`config.mk`:
```
export PLATFORM = sky130hd
export DESIGN_NAME = tsc_ram
export DESIGN_NICKNAME = d
export VERILOG_FILES = /design/src/tsc_ram.sv
export SDC_FILE = /design/constraint.sdc
export NUM_CORES = 2
export LEC_CHECK = 0
export ABC_AREA = 1
export BUFFER_PORTS_ARGS = -buffer_cell sky130_fd_sc_hd__buf_2
export CAP_MARGIN = 10
export CORE_MARGIN = 5
export CORE_UTILIZATION = 27
export DETAILED_ROUTE_END_ITERATION = 16
export SYNTH_ARGS = -nofsm -noshare
export SYNTH_HDL_FRONTEND = slang
export SYNTH_SLANG_ARGS = --single-unit
```
`constraint.sdc`:
```
create_clock -name clk -period 2.2 [get_ports clk]
set_clock_uncertainty 0.05 [all_clocks]
set_input_delay 0.33 -clock clk [delete_from_list [all_inputs] [get_ports clk]]
set_output_delay 0.33 -clock clk [all_outputs]
set_load 0.03 [all_outputs]
```
`src/tsc_ram.sv`:
```
`default_nettype none
// ----------------------------------------------------------------------------
// tsc_ram: generic single-port RAM
// One read or write port, registered read data.
// ----------------------------------------------------------------------------
module tsc_ram #(
	parameter int Width = 8,
	parameter int Depth = 256
) (
	input  wire logic                     clk,
	input  wire logic                     we,
	input  wire logic [$clog2(Depth)-1:0] addr,
	input  wire logic [Width-1:0]         wdata,
	output logic      [Width-1:0]         rdata
);
	logic [Width-1:0] mem_q [Depth];

	always_ff @(posedge clk) begin
		if (we) begin
			mem_q[addr] <= wdata;
		end
		rdata <= mem_q[addr];
	end
endmodule
`default_nettype wire

```
## Word level (Yosys, flattened, before mapping)

Memories as Yosys holds them, arrays and structs flattened. A register that Yosys moved wholly into a read port is not among the register bits.
Index checks and enable logic that the tools add are counted.

| cells by class | value |
|---|---|
| multiplexer cells | 2 |

Operator list:

| cell | number |
|---|---|
| 1-bit two-way mux | 2 |

| word-level totals | value |
|---|---|
| bits in registers | 0 |
| memory bits (writable) | 2048 |
| input bits | 18 |
| output and inout port bits | 8 |
| logic and storage cells | 3 |
| memories kept | 1 |

Memories:

| name | depth | bits a word | read ports | clocked after memory_dff | write ports | RTL line | text |
|---|---|---|---|---|---|---|---|
| mem_q | 256 | 8 | 1 | 1 | 1 | 16 | `logic [Width-1:0] mem_q [Depth];` |

## Depth between registers and ports, before layout

| logic depth | value |
|---|---|
| depth in word-level cells | 2 |
| gate-level depth with buffers | 15 |

## Least setup slack after synthesis

No wires, ideal clock.

| path | value |
|---|---|
| path type | input-to-reg |
| from | in addr[1] |
| to | mem mem_q[234][0] (enable) |
| library setup time | 0.370 ns |
| arrival | 1.800 ns |
| required time | 1.780 ns |
| slack | -0.020 ns |
| stages | 10 |
| path through | buf_4 > inv_4 > nor2_8 > buf_4 > buf_4 > inv_2 > nor2_1 > nand2_1 > clkbuf_1 > nor2_1 |

RTL lines:

| item | RTL line | text |
|---|---|---|
| from (decl) | 12 | `input wire logic [$clog2(Depth)-1:0] addr,` |
| to (decl) | 16 |  |

Straight into the memory's write port.

==> key figures <==
Power and ir drop
  • Internal power: 65.06 mW
  • Sw Share: 22.33%
  • Comb power frac: under 10%
  • Pleak: slightly above 40 nW
  • Pwr/cell area: around 810 nW/um^2
  • Clock share of power: 41.7%
  • Seq pwr share: 51.7%
  • Total power: around 84 mW
  • Worst VDD drop: 0.9787 mV
  • Sw Pwr: between 15 and 20 mW

Setup path
  • Worst-path fanout max: 1
  • Reg2reg setup slack: slightly above 0.06 ns
  • Worst setup EP type: flop
  • CP startpoint kind: flop
  • WP data arrival: 2.82 ns
  • Critical register-to-register path startpoint: mem_q[125][3]
  • End of the worst register-to-register path: rdata[3]
  • Critical Path RT: about 2.9 ns
  • Reg2reg path depth: 12
  • Setup Crit Path Kind: flop to flop

Routing
  • Initial DRC count: 5323
  • Vias: 57480
  • WL per Instance: 18.25 um
  • Vias per std cell: 4.427
  • # DRC: 0
  • Routed WL: 237.0 mm
  • Drt pass-1 iters: 6
  • Remaining antenna violation count: 0

Timing
  • Final Max Slew Viols: 0
  • Crit path time final: between 2 and 2.5 ns
  • Final setup viols: 0
  • RSZ-0062 raised after global routing: no
  • Crit share post-route: 97.20%
  • Hold slack: 0.2152 ns
  • Max Clock Freq: 467.6 MHz
  • Worst slew pin tran: 0.9761 ns
  • Slew margin rel.: 34.69%
  • Final hold violation count: 0

Logic synthesis
  • Cell area after synthesis: between 80000 and 90000 um^2
  • Post-synthesis compound-gate area fraction: 1.132%
  • Mux cell area share after synthesis: 0%
  • Synth warnings: 0
  • Syn nets: 8039
  • Gate count after technology mapping: 8021
  • Largest family of logic cells by synthesized area: simple AND/OR/NAND/NOR gates
  • #FFs+latches synth: just over 2000
  • Synth Area per Inst: about 11 um^2
  • Adder-cell share of the synthesized area: 0%
  • Synth Area in XOR/XNOR: 0%
  • Post-synthesis simple-gate area fraction: between 20% and 30%
  • Synth unique cells: 18
  • Sequential-to-total area share from yosys stat: 72.66%

Cells and area
  • Final Non-Filler Cells: around 13000
  • Fill cells: 31190
  • Share of layout cells above drive strength 1: 13.22%
  • Layout area overhead: 21.62%
  • Multi-input gate area: 21320 um^2
  • Reg area: 61670 um^2
  • Nets@finish: 8663

GRT
  • Largest net degree at the start of global routing: 71
  • GR Layer Usage met2: 23.92%
  • Vias in the first global route: 55430
  • Total grt overflow: 0
  • Total routing usage reported by global routing: 14.18%
  • First-pass GRT wire length: 352.8 mm
  • Busiest grt layer: met2
  • Met3 Use GR: 1.854%
  • Met1 GRT Util: 18.23%
  • Initial antenna violation count: 10

Clock tree
  • Maximum clock path buffer count: 3
  • TritonCTS buffer count: 199
  • Clock Latency Late Sink: 0.86 ns
  • H-Tree Level Count: 4
  • CTS clk-pin slew, worst paths: 0.07 ns
  • TritonCTS clock tree: done
  • CTS sink cnt: 2056
  • CTS root buf: clkbuf_16

Worst hold path
  • Hold Path Sink: rdata[2]
  • Worst Hold Class: input pin to flop
  • Hold depth: 7
  • Hold path startpoint: addr[7]

Die
  • Die Wd: roughly 570 um
  • Die footprint: 325600 um^2
  • # rows: 205
  • Core footprint: 312400 um^2
  • Initial core utilization: between 20 and 30%
  • IO Count: 26
  • Die Ht: 570.6 um

Job
  • Max Cap Viol: 0

Placed design
  • Dpl cells: 12580
  • IO Port Bufs: 25
  • Final HPWL DP: 153.6 mm
  • Placer Congestion: 0.8666

Outcome
  • Status: finished, final reports clean
[registers in the layout (all words and copies together) (netlist names)]
name	count
rdata	8
mem_q	2048
[routing by layer]
metal  up-vias  routed length [um]
met5         -                   9
met4         2               11000
met3       435               14160
met2      1823              114000
met1     27590               97810
li1      27640                   -
[how the worst max path moves through the flow]
| stage | from | to | slack (ns) | cells after the start |
|---|---|---|---|---|
| 2_1_floorplan | addr[1] | mem_q[234][0] | -0.02 | 10 |
| 3_3_place_gp | addr[0] | rdata[6] | -0.94 | 17 |
| 3_5_place_dp | addr[0] | rdata[6] | -0.95 | 17 |
| 4_1_cts | mem_q[18][6] | rdata[6] | 0.003 | 12 |
| 5_1_grt | mem_q[179][1] | rdata[1] | 0.02 | 15 |
| 6_report | mem_q[125][3] | rdata[3] | 0.06 | 12 |
[layout make-up]
cell class | instances | area share [%]
clock buffer | 236 | 5.125
clock inverter | 135 | 1.323
multi-input combinational | 5513 | 20.66
antenna | 30 | 0.07274
inverter | 35 | 0.1600
timing repair buffer | 840 | 7.888
tap | 4140 | 5.019
sequential | 2056 | 59.75
[per-stage QoR]
| stage | setup TNS (ns) | setup slack [ns] | cell area [um^2] | utilization (%) |
|---|---|---|---|---|
| CTS | 0 | 0.002769 | 103100 | 33.00 |
| global route | 0 | 0.01799 | 103200 | 33.03 |
| finish | 0 | 0.06158 | 103200 | 33.03 |
| detailed placement | -207.03 | -0.9490 | 96350 | 30.84 |
| floorplan | -9.122 | -0.02027 | 84870 | - |
| global placement | -179.66 | -0.9366 | 96350 | 30.84 |
[power by group through the flow]
| stage | clock network (mW) | registers (mW) | logic, mW |
|---|---|---|---|
| 6_report | 35.0 | 43.3 | 5.53 |
| 5_1_grt | 37.1 | 43.3 | 6.02 |
| 4_1_cts | 35.5 | 43.3 | 5.56 |
| 3_5_place_dp | 0 | 44.1 | 5.52 |
| 3_3_place_gp | 0 | 44.1 | 5.50 |
| 2_1_floorplan | 0 | 44.1 | 2.46 |
[Yosys cell counts, drive strengths merged]
cell type	number	area share (%)
a21oi	32	0.19
clkbuf	170	0.75
o21ai	160	0.94
inv	35	0.16
nor2	362	1.6
edfxtp	2048	72
buf	247	1.4
dfxtp	8	0.19
nand2	4771	21
nand3	188	1.1
[kinds of logic (layout without fill, tap and decap cells)]
family,Yosys count,in the layout
DFF,2056,2056
other,0,30
buffers and inverters,452,1246
AOI/OAI and AO/OA,192,192
and+or+nand+nor,5321,5321
[cells in the final DEF, fill, tap and decap left out, drive strengths merged]
master       count
a21oi           32
buf            832
bufinv          26
clkbuf         236
clkinv          94
clkinvlp        10
dfxtp            8
diode           30
dlygate4sd3      8
edfxtp        2048
inv             40
nand2         4771
nand3          188
nor2           362
o21ai          160
[what timing repair did]
item                                    CTS  global route
buffers inserted                          0             0
endpoints found under the setup margin    9             3
pin swaps                                 0             1
hold buffers                              8             0
gates resized for setup                  10             4
endpoints found under the hold margin   309             0
[worst max-delay path: stages (launching register included)]
cell	delay, ns
edfxtp_1	0.35
nand2_1	0.08
nand2_1	0.05
nand2_1	0.06
nand3_1	0.15
nand2_1	0.10
nand2_1	0.05
o21ai_1	0.21
nand2_1	0.18
nor2_1	0.25
nor2_1	0.15
nor2_2	0.25
nand2_1	0.07
No activity file was read; power rests on OpenSTA's default activity.
